**config.mk**
```make
export PLATFORM = sky130hd
export DESIGN_NAME = postfix_digit_evaluator_top_flat
export DESIGN_NICKNAME = d
export VERILOG_FILES = /design/src/sv/pde_pkg.sv /design/src/sv/pde_in_if.sv /design/src/sv/pde_out_if.sv /design/src/sv/postfix_digit_evaluator_top.sv /design/src/sv/pde_ram.sv /design/src/sv/pde_divider.sv /design/src/sv/pde_datapath.sv /design/src/sv/pde_ctrl.sv /design/src/flat_wrapper.sv
export SDC_FILE = /design/constraint.sdc
export NUM_CORES = 2
export LEC_CHECK = 0
export ABC_AREA = 1
export BUFFER_PORTS_ARGS = -buffer_cell sky130_fd_sc_hd__buf_2
export CORE_UTILIZATION = 30
export DETAILED_ROUTE_END_ITERATION = 16
export PLACE_DENSITY = 0.42
export SYNTH_ARGS = -nofsm -noshare
export SYNTH_HDL_FRONTEND = slang
export SYNTH_SLANG_ARGS = --single-unit
```
**constraint.sdc**
```tcl
create_clock -name clk -period 22.6 [get_ports clk]
set_input_delay 4.52 -clock clk [delete_from_list [all_inputs] [get_ports clk]]
set_output_delay 4.52 -clock clk [all_outputs]
set_load 0.1 [all_outputs]
```
**src/sv/pde_pkg.sv**
```systemverilog
// pde_pkg: shared constants, character and status codes, and the
// controller/datapath command and status structs of the postfix evaluator.
// No dependencies.
package pde_pkg;

	localparam int STACK_DEPTH = 64;
	localparam int DEPTH_W     = $clog2(STACK_DEPTH + 1);
	localparam int ADDR_W      = $clog2(STACK_DEPTH);
	localparam int WORD_W      = 32;
	localparam int SYM_W       = 8;
	localparam int STAT_W      = 2;

	localparam logic [SYM_W-1:0] CH_0     = 8'h30;
	localparam logic [SYM_W-1:0] CH_9     = 8'h39;
	localparam logic [SYM_W-1:0] CH_PLUS  = 8'h2B;
	localparam logic [SYM_W-1:0] CH_MINUS = 8'h2D;
	localparam logic [SYM_W-1:0] CH_STAR  = 8'h2A;
	localparam logic [SYM_W-1:0] CH_SLASH = 8'h2F;

	localparam logic [STAT_W-1:0] ST_OK        = 2'd0;
	localparam logic [STAT_W-1:0] ST_DIV0      = 2'd1;
	localparam logic [STAT_W-1:0] ST_MALFORMED = 2'd2;
	localparam logic [STAT_W-1:0] ST_OVERFLOW  = 2'd3;

	typedef struct packed {
		logic              load;
		logic              push;
		logic              set_err;
		logic [STAT_W-1:0] err;
		logic              apply;
		logic              div_start;
		logic              div_commit;
		logic              finish;
	} pde_cmd_t;

	typedef struct packed {
		logic err_nz;
		logic digit;
		logic full;
		logic few;
		logic is_div;
		logic b_zero;
		logic div_done;
		logic last;
	} pde_stat_t;

endpackage

```
**src/sv/pde_in_if.sv**
```systemverilog
// pde_in_if: input channel carrying one expression character per word.
// Depends on pde_pkg.
interface pde_in_if;
	logic                    valid;
	logic                    ready;
	logic [pde_pkg::SYM_W-1:0] symbol;
	logic                    last;

	modport source (output valid, output symbol, output last, input ready);
	modport sink   (input valid, input symbol, input last, output ready);
endinterface

```
**src/sv/pde_out_if.sv**
```systemverilog
// pde_out_if: result channel carrying the evaluated value and its status.
// Depends on pde_pkg.
interface pde_out_if;
	logic                             valid;
	logic                             ready;
	logic signed [pde_pkg::WORD_W-1:0] value;
	logic [pde_pkg::STAT_W-1:0]        status;

	modport source (output valid, output value, output status, input ready);
	modport sink   (input valid, input value, input status, output ready);
endinterface

```
**src/sv/postfix_digit_evaluator_top.sv**
```systemverilog
// postfix_digit_evaluator_top: postfix expression evaluator, one character
// per word. Depends on pde_pkg, pde_in_if, pde_out_if, pde_ctrl, pde_datapath.
//
//   channel  | dir | payload                      | word
//   symbols  | in  | symbol[7:0], last            | one expression character
//   results  | out | value[31:0] signed, status[1:0] | one per expression end
//
// A digit is decoded and pushed; + - * and other characters add a read state,
// a division a divide state: the divider resolves one quotient bit per cycle.
// The final character adds a finish state to load the result register. Reset
// clears stack depth, the recent result and the error code; the stack RAM
// needs no clearing. A waiting result is held in its register while the next
// characters are taken; only the next expression end stalls until it is taken.
module postfix_digit_evaluator_top (
	input  logic      clk,
	input  logic      arst_n,
	pde_in_if.sink    symbols,
	pde_out_if.source results
);

	pde_pkg::pde_cmd_t  cmd;
	pde_pkg::pde_stat_t stat;

	pde_ctrl u_ctrl (
		.clk      (clk),
		.arst_n   (arst_n),
		.in_valid (symbols.valid),
		.in_ready (symbols.ready),
		.out_valid(results.valid),
		.out_ready(results.ready),
		.stat     (stat),
		.cmd      (cmd)
	);

	pde_datapath u_dp (
		.clk   (clk),
		.arst_n(arst_n),
		.cmd   (cmd),
		.stat  (stat),
		.symbol(symbols.symbol),
		.last  (symbols.last),
		.value (results.value),
		.status(results.status)
	);

`ifndef SYNTHESIS
	a_cmd_exclusive: assert property (@(posedge clk) disable iff (!arst_n)
		$onehot0({cmd.load, cmd.push, cmd.apply, cmd.div_start, cmd.div_commit, cmd.finish}))
		else $error("more than one datapath command at once");

	a_no_input_while_dividing: assert property (@(posedge clk) disable iff (!arst_n)
		cmd.div_start |=> !symbols.ready)
		else $error("input taken while the divider runs");

	a_finish_shows_result: assert property (@(posedge clk) disable iff (!arst_n)
		cmd.finish |=> results.valid)
		else $error("result register loaded but not presented");

	a_div_done_only_busy: assert property (@(posedge clk) disable iff (!arst_n)
		stat.div_done |-> !symbols.ready && !stat.err_nz)
		else $error("divider finished outside a division");
`endif

endmodule

```
**src/sv/pde_ram.sv**
```systemverilog
// pde_ram: generic single-write, single-read RAM with registered read data.
// No dependencies.
module pde_ram #(
	parameter int WIDTH = 32,
	parameter int DEPTH = 64
) (
	input  logic                     clk,
	input  logic                     we,
	input  logic [$clog2(DEPTH)-1:0] waddr,
	input  logic [WIDTH-1:0]         wdata,
	input  logic [$clog2(DEPTH)-1:0] raddr,
	output logic [WIDTH-1:0]         rdata
);

	logic [WIDTH-1:0] mem [DEPTH];

	always_ff @(posedge clk) begin
		if (we) begin
			mem[waddr] <= wdata;
		end
		rdata <= mem[raddr];
	end

endmodule

```
**src/sv/pde_divider.sv**
```systemverilog
// pde_divider: signed 32-bit divider, truncating toward zero, one quotient
// bit per cycle (restoring). Depends on pde_pkg.
module pde_divider (
	input  logic                       clk,
	input  logic                       arst_n,
	input  logic                       start,
	input  logic [pde_pkg::WORD_W-1:0] dividend,
	input  logic [pde_pkg::WORD_W-1:0] divisor,
	output logic                       done,
	output logic [pde_pkg::WORD_W-1:0] quotient
);

	localparam int W     = pde_pkg::WORD_W;
	localparam int CNT_W = $clog2(W);

	logic             busy_q;
	logic             done_q;
	logic [CNT_W-1:0] cnt_q;
	logic [W-1:0]     rem_q;
	logic [W-1:0]     quo_q;
	logic [W-1:0]     dvs_q;
	logic             neg_q;
	logic [W:0]       shifted;
	logic [W:0]       trial;
	logic [W-1:0]     a_mag;
	logic [W-1:0]     b_mag;

	assign a_mag   = dividend[W-1] ? (~dividend + W'(1)) : dividend;
	assign b_mag   = divisor[W-1]  ? (~divisor + W'(1))  : divisor;
	assign shifted = {rem_q, quo_q[W-1]};
	assign trial   = shifted - {1'b0, dvs_q};

	always_ff @(posedge clk or negedge arst_n) begin
		if (!arst_n) begin
			busy_q <= 1'b0;
			done_q <= 1'b0;
			cnt_q  <= '0;
		end else begin
			done_q <= 1'b0;
			if (start) begin
				busy_q <= 1'b1;
				cnt_q  <= '0;
			end else if (busy_q) begin
				cnt_q <= cnt_q + CNT_W'(1);
				if (cnt_q == CNT_W'(W - 1)) begin
					busy_q <= 1'b0;
					done_q <= 1'b1;
				end
			end
		end
	end

	always_ff @(posedge clk) begin
		if (start) begin
			rem_q <= '0;
			quo_q <= a_mag;
			dvs_q <= b_mag;
			neg_q <= dividend[W-1] ^ divisor[W-1];
		end else if (busy_q) begin
			// remainder stays below the divisor, so the top bit drops out
			if (!trial[W]) begin
				rem_q <= trial[W-1:0];
				quo_q <= {quo_q[W-2:0], 1'b1};
			end else begin
				rem_q <= shifted[W-1:0];
				quo_q <= {quo_q[W-2:0], 1'b0};
			end
		end
	end

	assign done     = done_q;
	// minimum over minus one wraps back to the minimum here
	assign quotient = neg_q ? (~quo_q + W'(1)) : quo_q;

endmodule

```
**src/sv/pde_datapath.sv**
```systemverilog
// pde_datapath: operand stack (top word in a register, the rest in RAM),
// arithmetic, divider and result register. Depends on pde_pkg, pde_ram,
// pde_divider.
module pde_datapath (
	input  logic                        clk,
	input  logic                        arst_n,
	input  pde_pkg::pde_cmd_t           cmd,
	output pde_pkg::pde_stat_t          stat,
	input  logic [pde_pkg::SYM_W-1:0]   symbol,
	input  logic                        last,
	output logic signed [pde_pkg::WORD_W-1:0] value,
	output logic [pde_pkg::STAT_W-1:0]  status
);

	localparam int W  = pde_pkg::WORD_W;
	localparam int DW = pde_pkg::DEPTH_W;
	localparam int AW = pde_pkg::ADDR_W;
	localparam int SW = pde_pkg::SYM_W;

	logic [SW-1:0]                 sym_q;
	logic                          last_q;
	logic [W-1:0]                  tos_q;
	logic [DW-1:0]                 depth_q;
	logic [W-1:0]                  recent_q;
	logic [pde_pkg::STAT_W-1:0]    err_q;
	logic [W-1:0]                  val_out_q;
	logic [pde_pkg::STAT_W-1:0]    stat_out_q;

	logic [DW-1:0] depth_m1;
	logic [DW-1:0] depth_m2;
	logic [W-1:0]  a_word;
	logic [W-1:0]  product;
	logic [W-1:0]  res;
	logic          arith;
	logic [SW-1:0] digit;
	logic          ram_we;
	logic          div_done;
	logic [W-1:0]  div_q;

	assign depth_m1 = depth_q - DW'(1);
	assign depth_m2 = depth_q - DW'(2);
	assign digit    = sym_q - pde_pkg::CH_0;
	// the old top word spills into RAM when a new one is pushed
	assign ram_we   = cmd.push && (depth_q != '0);

	pde_ram #(
		.WIDTH(W),
		.DEPTH(pde_pkg::STACK_DEPTH)
	) u_stack (
		.clk  (clk),
		.we   (ram_we),
		.waddr(depth_m1[AW-1:0]),
		.wdata(tos_q),
		.raddr(depth_m2[AW-1:0]),
		.rdata(a_word)
	);

	pde_divider u_div (
		.clk     (clk),
		.arst_n  (arst_n),
		.start   (cmd.div_start),
		.dividend(a_word),
		.divisor (tos_q),
		.done    (div_done),
		.quotient(div_q)
	);

	assign product = a_word * tos_q;

	always_comb begin
		arith = 1'b1;
		case (sym_q)
			pde_pkg::CH_PLUS:  res = a_word + tos_q;
			pde_pkg::CH_MINUS: res = a_word - tos_q;
			pde_pkg::CH_STAR:  res = product;
			default: begin
				res   = recent_q;
				arith = 1'b0;
			end
		endcase
	end

	always_ff @(posedge clk or negedge arst_n) begin
		if (!arst_n) begin
			depth_q  <= '0;
			recent_q <= '0;
			err_q    <= pde_pkg::ST_OK;
		end else begin
			if (cmd.push) begin
				depth_q <= depth_q + DW'(1);
			end
			if (cmd.apply) begin
				depth_q <= depth_m1;
				if (arith) begin
					recent_q <= res;
				end
			end
			if (cmd.div_commit) begin
				depth_q  <= depth_m1;
				recent_q <= div_q;
			end
			if (cmd.set_err) begin
				err_q <= cmd.err;
			end
			if (cmd.finish) begin
				depth_q  <= '0;
				recent_q <= '0;
				err_q    <= pde_pkg::ST_OK;
			end
		end
	end

	always_ff @(posedge clk) begin
		if (cmd.load) begin
			sym_q  <= symbol;
			last_q <= last;
		end
		if (cmd.push) begin
			tos_q <= {{(W-SW){1'b0}}, digit};
		end
		if (cmd.apply) begin
			tos_q <= res;
		end
		if (cmd.div_commit) begin
			tos_q <= div_q;
		end
		if (cmd.finish) begin
			if (err_q != pde_pkg::ST_OK) begin
				val_out_q  <= '0;
				stat_out_q <= err_q;
			end else if (depth_q == DW'(1)) begin
				val_out_q  <= tos_q;
				stat_out_q <= pde_pkg::ST_OK;
			end else begin
				val_out_q  <= '0;
				stat_out_q <= pde_pkg::ST_MALFORMED;
			end
		end
	end

	always_comb begin
		stat.err_nz   = (err_q != pde_pkg::ST_OK);
		stat.digit    = sym_q inside {[pde_pkg::CH_0:pde_pkg::CH_9]};
		stat.full     = (depth_q == DW'(pde_pkg::STACK_DEPTH));
		stat.few      = (depth_q < DW'(2));
		stat.is_div   = (sym_q == pde_pkg::CH_SLASH);
		stat.b_zero   = (tos_q == '0);
		stat.div_done = div_done;
		stat.last     = last_q;
	end

	assign value  = val_out_q;
	assign status = stat_out_q;

endmodule

```
**src/sv/pde_ctrl.sv**
```systemverilog
// pde_ctrl: sequencer for the postfix evaluator; drives datapath commands
// and the channel handshakes. Depends on pde_pkg.
module pde_ctrl (
	input  logic               clk,
	input  logic               arst_n,
	input  logic               in_valid,
	output logic               in_ready,
	output logic               out_valid,
	input  logic               out_ready,
	input  pde_pkg::pde_stat_t stat,
	output pde_pkg::pde_cmd_t  cmd
);

	localparam logic [2:0] S_IDLE   = 3'd0;
	localparam logic [2:0] S_DECODE = 3'd1;
	localparam logic [2:0] S_READ   = 3'd2;
	localparam logic [2:0] S_DIV    = 3'd3;
	localparam logic [2:0] S_FIN    = 3'd4;

	logic [2:0] state_q;
	logic [2:0] state_d;
	logic       out_valid_q;
	logic [2:0] after;

	assign after     = stat.last ? S_FIN : S_IDLE;
	assign in_ready  = (state_q == S_IDLE);
	assign out_valid = out_valid_q;

	always_comb begin
		cmd     = '0;
		state_d = state_q;
		case (state_q)
			S_IDLE: begin
				if (in_valid) begin
					cmd.load = 1'b1;
					state_d  = S_DECODE;
				end
			end
			S_DECODE: begin
				state_d = after;
				if (stat.err_nz) begin
					// expression already failed: just wait for its end
				end else if (stat.digit) begin
					if (stat.full) begin
						cmd.set_err = 1'b1;
						cmd.err     = pde_pkg::ST_OVERFLOW;
					end else begin
						cmd.push = 1'b1;
					end
				end else if (stat.few) begin
					cmd.set_err = 1'b1;
					cmd.err     = pde_pkg::ST_MALFORMED;
				end else begin
					state_d = S_READ;
				end
			end
			S_READ: begin
				state_d = after;
				if (!stat.is_div) begin
					cmd.apply = 1'b1;
				end else if (stat.b_zero) begin
					cmd.set_err = 1'b1;
					cmd.err     = pde_pkg::ST_DIV0;
				end else begin
					cmd.div_start = 1'b1;
					state_d       = S_DIV;
				end
			end
			S_DIV: begin
				if (stat.div_done) begin
					cmd.div_commit = 1'b1;
					state_d        = after;
				end
			end
			S_FIN: begin
				if (!out_valid_q || out_ready) begin
					cmd.finish = 1'b1;
					state_d    = S_IDLE;
				end
			end
			default: state_d = S_IDLE;
		endcase
	end

	always_ff @(posedge clk or negedge arst_n) begin
		if (!arst_n) begin
			state_q     <= S_IDLE;
			out_valid_q <= 1'b0;
		end else begin
			state_q <= state_d;
			if (cmd.finish) begin
				out_valid_q <= 1'b1;
			end else if (out_ready) begin
				out_valid_q <= 1'b0;
			end
		end
	end

endmodule
```
**src/flat_wrapper.sv**
```systemverilog
// flat-port wrapper written by rule: the top's interface ports become plain ports
module postfix_digit_evaluator_top_flat 
  (clk, arst_n, symbols_valid, symbols_symbol, symbols_last, symbols_ready, results_valid, results_value, results_status, results_ready);
  pde_in_if symbols_i ();
  pde_out_if results_i ();
  input  logic clk;
  input  logic arst_n;
  input wire logic [$bits(symbols_i.valid)-1:0] symbols_valid;
  input wire logic [$bits(symbols_i.symbol)-1:0] symbols_symbol;
  input wire logic [$bits(symbols_i.last)-1:0] symbols_last;
  output wire logic [$bits(symbols_i.ready)-1:0] symbols_ready;
  output wire logic [$bits(results_i.valid)-1:0] results_valid;
  output wire logic [$bits(results_i.value)-1:0] results_value;
  output wire logic [$bits(results_i.status)-1:0] results_status;
  input wire logic [$bits(results_i.ready)-1:0] results_ready;
  assign symbols_i.valid = symbols_valid;
  assign symbols_i.symbol = symbols_symbol;
  assign symbols_i.last = symbols_last;
  assign symbols_ready = symbols_i.ready;
  assign results_valid = results_i.valid;
  assign results_value = results_i.value;
  assign results_status = results_i.status;
  assign results_i.ready = results_ready;
  postfix_digit_evaluator_top u_core (.clk(clk), .arst_n(arst_n), .symbols(symbols_i), .results(results_i));
endmodule
```
# ---- Word level (Yosys, flattened, before mapping)
# Memories as Yosys holds them, arrays and structs flattened. A register that Yosys moved wholly into a read port is not among the register bits.
# Index checks and enable logic that the tools add are counted.
dict set report classes {
  n_bitwise 5
  muxes 66
  n_reduce_logical 19
  multipliers 1
  n_addsub 11
  n_lt_le_gt_ge 3
  eq_ne 14
}
# operator n
set op_table {}
lappend op_table {{32-bit 2-to-1 mux} 12}
lappend op_table {{32-bit by 1-bit adder with 32-bit output (second input constant)} 3}
lappend op_table {{32-bit inverter} 3}
lappend op_table {{32-bit one-hot mux with 3 select lines} 1}
lappend op_table {{3-bit 2-to-1 mux} 14}
lappend op_table {{33-bit by 32-bit subtractor with 33-bit output} 1}
lappend op_table {{32-bit adder} 1}
lappend op_table {{8-bit by 6-bit == test with 1-bit output (second input constant)} 4}
lappend op_table {{32-bit logical NOT} 1}
lappend op_table {{32-bit by 32-bit multiplier with 32-bit output} 1}
lappend op_table {{32-bit subtractor} 1}
lappend op_table {{31-bit 2-to-1 mux} 1}
lappend op_table {{7-bit 2-to-1 mux} 4}
lappend op_table {{1-bit 2-to-1 mux} 24}
lappend op_table {{3-bit one-hot mux with 5 select lines} 1}
lappend op_table {{2-bit 2-to-1 mux} 5}
lappend op_table {{5-bit 2-to-1 mux} 2}
lappend op_table {{3-bit nonzero test} 3}
lappend op_table {{8-bit by 6-bit greater-or-equal comparator with 1-bit output (second input constant)} 1}
lappend op_table {{8-bit by 6-bit less-or-equal comparator with 1-bit output (second input constant)} 1}
lappend op_table {{2-bit nonzero test} 4}
lappend op_table {{8-bit by 6-bit subtractor with 8-bit output (second input constant)} 1}
lappend op_table {{7-bit by 1-bit adder with 7-bit output (second input constant)} 1}
lappend op_table {{7-bit by 1-bit == test with 1-bit output (second input constant)} 1}
lappend op_table {{other kinds (24)} 28}
dict set report word_totals {
  wordCells 138
  n_memories 1
  out_inout_bits 36
  ram_bits 2048
  regBits 224
  inputBits 13
}
# name words width read_ports rd_clocked_by_memory_dff write_ports line_no
set memory_table {}
lappend memory_table {u_core.u_dp.u_stack.mem 64 32 1 1 1 pde_ram.sv:15} ;# logic [WIDTH-1:0] mem [DEPTH];

# ---- Depth between registers and ports, before layout
dict set report logic_depth {
  word_depth 9
  ltp_mapped 36
  mapped_depth_nobuf 34
}

# ---- Modules after synthesis
# Synthesis repeated with hierarchy kept, for this count alone.
dict set report unflattened {
  hier_cells 11698
  hier_area_um2 117348.8
}
# mod cells_per_inst seq_area_each_um2 area_per_inst_um2 n_inst
set modules_own_cells {}
lappend modules_own_cells {pde_ram 6769 62139.6 82738.1 1}
lappend modules_own_cells {pde_datapath 3440 3278.1 25211.7 1}
lappend modules_own_cells {pde_divider 1435 2767.7 9041.2 1}
lappend modules_own_cells {pde_ctrl 54 100.1 357.8 1}

# ---- Least setup slack after synthesis
# Ideal clock, no wire load.
dict set report synth_timing {
  path_type {reg-to-reg}
  start {reg u_core.u_dp.tos_q[17]}
  end {reg u_core.u_dp.tos_q[31] (data pin)}
  stages_incl_launch_ff 31
  arrival_ps 7301
  setup_ps 249
  path_buffers 2
  slack_ps 15050
  synth_period_minus_slack_ps 7550
  required_time_ps 22351
  path_cell_list {edfxtp_1 buf_2 buf_1 nand2_1 fa_1 inv_1 fa_1 inv_1 fa_1 inv_1 fa_1 inv_1 fa_1 fa_1 inv_1 fa_1 fa_1 ha_1 inv_1 nor3_1 nand2_1 nor3_1 nand2_1 inv_1 nor2_1 inv_1 nand3_1 nand3_1 nand3_1 nand2_1 inv_1}
}
dict set report synth_via {
  elab_chain_cells 4
  elab_cells_between_ends 6
  cone_classes {add/sub (2); mul (1); mux (3)}
}
# element line_no
set synth_lines {}
lappend synth_lines {{start, declared} pde_datapath.sv:22} ;# logic [W-1:0] tos_q;
lappend synth_lines {{start signal, assigned} pde_datapath.sv:119} ;# tos_q <= {{(W-SW){1'b0}}, digit};
lappend synth_lines {{start signal, assigned} pde_datapath.sv:122} ;# tos_q <= res;
lappend synth_lines {{start signal, assigned} pde_datapath.sv:125} ;# tos_q <= div_q;
lappend synth_lines {{32-bit by 32-bit multiplier with 32-bit output, or another cell as far along} pde_datapath.sv:68} ;# assign product = a_word * tos_q;
lappend synth_lines {{32-bit one-hot mux with 3 select lines (*)} pde_datapath.sv:72} ;# case (sym_q)
lappend synth_lines {{32-bit 2-to-1 mux (*)} pde_datapath.sv:121} ;# if (cmd.apply) begin
lappend synth_lines {{32-bit 2-to-1 mux (*)} pde_datapath.sv:124} ;# if (cmd.div_commit) begin
# Mark *: on every way between the ends. The rest lies on a longest branch, timed or not.
# A chain may end at the register's enable or synchronous reset.

# ---- Worst setup path in the final report
dict set report layout_timing {
  start {reg u_core.u_dp.tos_q[3]}
  end {reg u_core.u_dp.tos_q[23] (data pin)}
}
# Same word-level chain as after synthesis.

==> results.tsv <==
metric	value	unit
clock_sinks	2304	
crit_path_max_fanout	53	
worstHoldPathCells	2	
boundaryPins	49	
cts.path.max_buffers	4	
globalRouteOverflowTotal	0	
fin_ws	14.02	ns
postCtsHoldBufs	0	
fin_crit_sh	37.9	%
worst_slack_after_detailed_placement	14.12	ns
timing_max_transition_violations_final	0	
crit_start	u_core.u_dp.tos_q[3]	
fmax	0.117	GHz
sequential_cell_area	0.0683	sq mm
setup.reg_to_reg.worst_slack	14.02	ns
cts_resized	0	
place.port_buffers	48	
number_of_global_route_vias_before_repair	80561	
grt_first_pass_wirelength	587	mm
critical_path_required	23.23	ns
floorplan.die_area	0.381	sq mm
fillCellCount	37637	
antenna_left	0	
grt_max_degree	166	
timing.hold.worst_endpoint	u_core.u_dp.u_div.rem_q[25]	
dominantRegCellSynth	sky130_fd_sc_hd__edfxtp_1	
die_w	617	microns
place.detailed.hpwl	239	mm
multi_input_area	0.0393	sq mm
post_synth_arst_share	2.26	%
timing.critical_path.to_type	flip-flop	
clock_insertion_delay_at_the_later_pin_of_the_skew_report	0.90	ns
post-synth-top-area-cell	sky130_fd_sc_hd__edfxtp_1	
fin_tns_setup	0	ns
tightest_slew	1.42	ns
fin_area	0.129	sq mm
clockRootBuffer	sky130_fd_sc_hd__clkbuf_16	
r2r_start	u_core.u_dp.tos_q[3]	
top_area_cells_in_the_synthesized_netlist	sky130_fd_sc_hd__edfxtp_1 (58%), sky130_fd_sc_hd__fa_1 (7.2%), sky130_fd_sc_hd__o21ai_0 (6.6%)	
die-height	617	microns
finalClockSkew	0.0616	ns
area_growth_syn_to_layout	13.8	%
cap_violations	0	
row_count	225	
postCtsSetupRepairBufs	0	
drive_gt1_share	8.23	%
gr_usage_total	21.1	%
route.detailed.wl_per_inst	26.1	microns
sequential_cell_area_fraction_in_the_yosys_report	60.2	%
r2r.worst_path.cells	27	
met3_usage	2.53	%
yosys_warnings	0	
status	finished clean	
gp_routability_congestion	0.858	
relSlewSlack	5.28	%
via_per_inst	5.15	
rsz0062_at_grt	false	
drt_total_wl	411	mm
routed-via-count	80904	
number_of_buffers_created_by_cts	274	
starting_density_of_the_core	30.2	%
worstSetupPathType	reg2reg	
setup_viol	0	
design.core.area	0.376	sq mm
detailed_routing_iteration_count_for_the_pre_antenna_repair_pass	6	
initialDrtViolationCount	7719	
cts_tree	built	
hold_violations	0	
netlist_area	0.113	sq mm
fin_crit	8.58	ns
grt_most_used_layer	met2	
nets	11109	
synth_top_area_share	57.9	%
globalRouteMet1Util	29.1	%
fin_hold_ws	0.475	ns
grt_util_met2	35.1	%
hold_path.startpoint	u_core.u_dp.u_div.rem_q[25]	
synth_edf_count	2188	
end_of_the_worst_register_to_register_path	u_core.u_dp.tos_q[23]	
start_kind	flip-flop	
synth_nets	11163	
worst_hold_class	reg2reg	
synthCells	10539	
ys_seq_elements	2304	
distinct_cells_synth	66	
cts.reportedPaths.clkPinSlew	0.06	ns
syn-mean-instance-area	10.8	sq um
dpl_cell_area	0.120	sq mm
worstPathArrival	9.21	ns
antenna_found_initial	24	
htree_levels	5	
detail_route.drc_violations	0	
==> worst max-delay path by stage <==
stage | endpoint | cells after the start | slack (ns)
global placement | u_core.u_dp.tos_q[31] | 27 | 14.20
floorplan | u_core.u_dp.tos_q[31] | 30 | 15.05
detailed placement | u_core.u_dp.tos_q[26] | 23 | 14.12
CTS | u_core.u_dp.tos_q[23] | 27 | 14.12
global route | u_core.u_dp.tos_q[30] | 26 | 13.63
finish | u_core.u_dp.tos_q[23] | 27 | 14.02
==> through the flow <==
stage                     util, %  std cells
after global placement       32.0      15203
after CTS                    34.3      15691
after global routing         34.3      15696
final                        34.3      15701
after detailed placement     32.0      15203
after floorplan                 -      10539
==> per-layer routing <==
| metal | vias to the layer above | part of all wire, % | wire [microns] |
|---|---|---|---|
| li1 | 36310 | - | - |
| met1 | 41632 | 45 | 184000 |
| met2 | 2418 | 47 | 193000 |
| met3 | 542 | 5.3 | 21700 |
| met4 | 2 | 2.8 | 11300 |
| met5 | - | 0.0039 | 16 |
==> cell usage in the layout (no fill, tap or decap), drive strengths merged, types with 64 or more instances in the layout <==
master | synthesis | final
buf | 128 | 313
ha | 201 | 201
edfxtp | 2188 | 2188
nor2 | 1723 | 1723
o22ai | 596 | 596
o21ai | 1509 | 1509
dfxtp | 64 | 64
xor2 | 72 | 72
a21oi | 202 | 202
nand3 | 220 | 220
inv | 1059 | 1079
fa | 410 | 410
clkinv | 8 | 109
clkbuf | 515 | 330
nand2 | 1243 | 1243
o32ai | 71 | 71
==> Yosys cell counts (6+ instances only) <==
library cell	count
sky130_fd_sc_hd__nor4_1	18
sky130_fd_sc_hd__clkbuf_1	514
sky130_fd_sc_hd__xor2_1	72
sky130_fd_sc_hd__nor2_1	1709
sky130_fd_sc_hd__nor3_1	49
sky130_fd_sc_hd__o211ai_1	18
sky130_fd_sc_hd__nand3_1	216
sky130_fd_sc_hd__a21boi_0	6
sky130_fd_sc_hd__nor3_2	6
sky130_fd_sc_hd__o21bai_1	9
sky130_fd_sc_hd__buf_1	52
sky130_fd_sc_hd__o221ai_1	6
sky130_fd_sc_hd__buf_2	67
sky130_fd_sc_hd__o21a_1	10
sky130_fd_sc_hd__fa_1	410
sky130_fd_sc_hd__or2_2	24
sky130_fd_sc_hd__dfrtp_1	52
sky130_fd_sc_hd__o22ai_1	596
sky130_fd_sc_hd__o21ai_0	1496
sky130_fd_sc_hd__nand4_1	22
sky130_fd_sc_hd__buf_6	9
sky130_fd_sc_hd__inv_2	12
sky130_fd_sc_hd__dfxtp_1	64
sky130_fd_sc_hd__o32ai_1	71
sky130_fd_sc_hd__a22o_1	6
sky130_fd_sc_hd__nand2_1	1238
sky130_fd_sc_hd__a21oi_1	201
sky130_fd_sc_hd__o21ai_1	12
sky130_fd_sc_hd__inv_1	1047
sky130_fd_sc_hd__a21o_1	14
sky130_fd_sc_hd__edfxtp_1	2188
sky130_fd_sc_hd__nor2_2	9
sky130_fd_sc_hd__ha_1	201
sky130_fd_sc_hd__nand3b_1	13
sky130_fd_sc_hd__xnor2_1	37
==> flip-flops by register name, indices dropped and copies added, names as in the netlist, 8 cells and up <==
signal / cells
u_core.u_dp.u_div.rem_q: 32
u_core.u_dp.u_stack.mem: 2048
u_core.u_dp.recent_q: 32
u_core.u_dp.sym_q: 8
u_core.u_dp.u_div.quo_q: 32
u_core.u_dp.tos_q: 32
u_core.u_dp.u_div.dvs_q: 32
u_core.u_dp.value: 32
u_core.u_dp.u_stack.rdata: 32
==> critical path, stage by stage (launching register included) <==
cell,delay (ns)
sky130_fd_sc_hd__edfxtp_1,1.05
sky130_fd_sc_hd__buf_4,0.42
sky130_fd_sc_hd__buf_4,0.73
sky130_fd_sc_hd__nand2_1,0.12
sky130_fd_sc_hd__inv_1,0.11
sky130_fd_sc_hd__fa_1,0.44
sky130_fd_sc_hd__inv_1,0.09
sky130_fd_sc_hd__fa_1,0.42
sky130_fd_sc_hd__fa_1,0.47
sky130_fd_sc_hd__fa_1,0.54
sky130_fd_sc_hd__inv_1,0.04
sky130_fd_sc_hd__ha_1,0.26
sky130_fd_sc_hd__ha_1,0.31
sky130_fd_sc_hd__fa_1,0.51
sky130_fd_sc_hd__fa_1,0.41
sky130_fd_sc_hd__ha_1,0.36
sky130_fd_sc_hd__nand2_1,0.17
sky130_fd_sc_hd__inv_1,0.05
sky130_fd_sc_hd__a21oi_1,0.23
sky130_fd_sc_hd__nand3_1,0.22
sky130_fd_sc_hd__a21oi_1,0.31
sky130_fd_sc_hd__o21ai_0,0.20
sky130_fd_sc_hd__a21o_1,0.24
sky130_fd_sc_hd__or2_2,0.28
sky130_fd_sc_hd__nand3_1,0.10
sky130_fd_sc_hd__nand3_1,0.10
sky130_fd_sc_hd__nand2_1,0.09
sky130_fd_sc_hd__inv_1,0.04
==> cell families after synthesis <==
logic type | Yosys count | synth area share (%)
XOR/XNOR | 109 | 0.841
adder cells (fa/ha/maj) | 611 | 9.45
flip-flops | 2304 | 60.2
AO/OA/AOI/OAI | 2473 | 12.0
buffers and inverters | 1710 | 5.80
AND/OR/NAND/NOR | 3332 | 11.7
==> area by class of cell <==
cell class                      instances  area share [%]
Clock inverter                        158            1.34
Timing Repair Buffer                  313            1.84
Sequential cell                      2304            52.9
Antenna cell                           10          0.0194
Multi-Input combinational cell       6525            30.4
Inverter                             1067            3.13
Clock buffer                          330            5.53
Tap cell                             4994            4.84
Power is not shown: default switching activity piles up to over one toggle a cycle in this logic, so the estimate is an artifact.
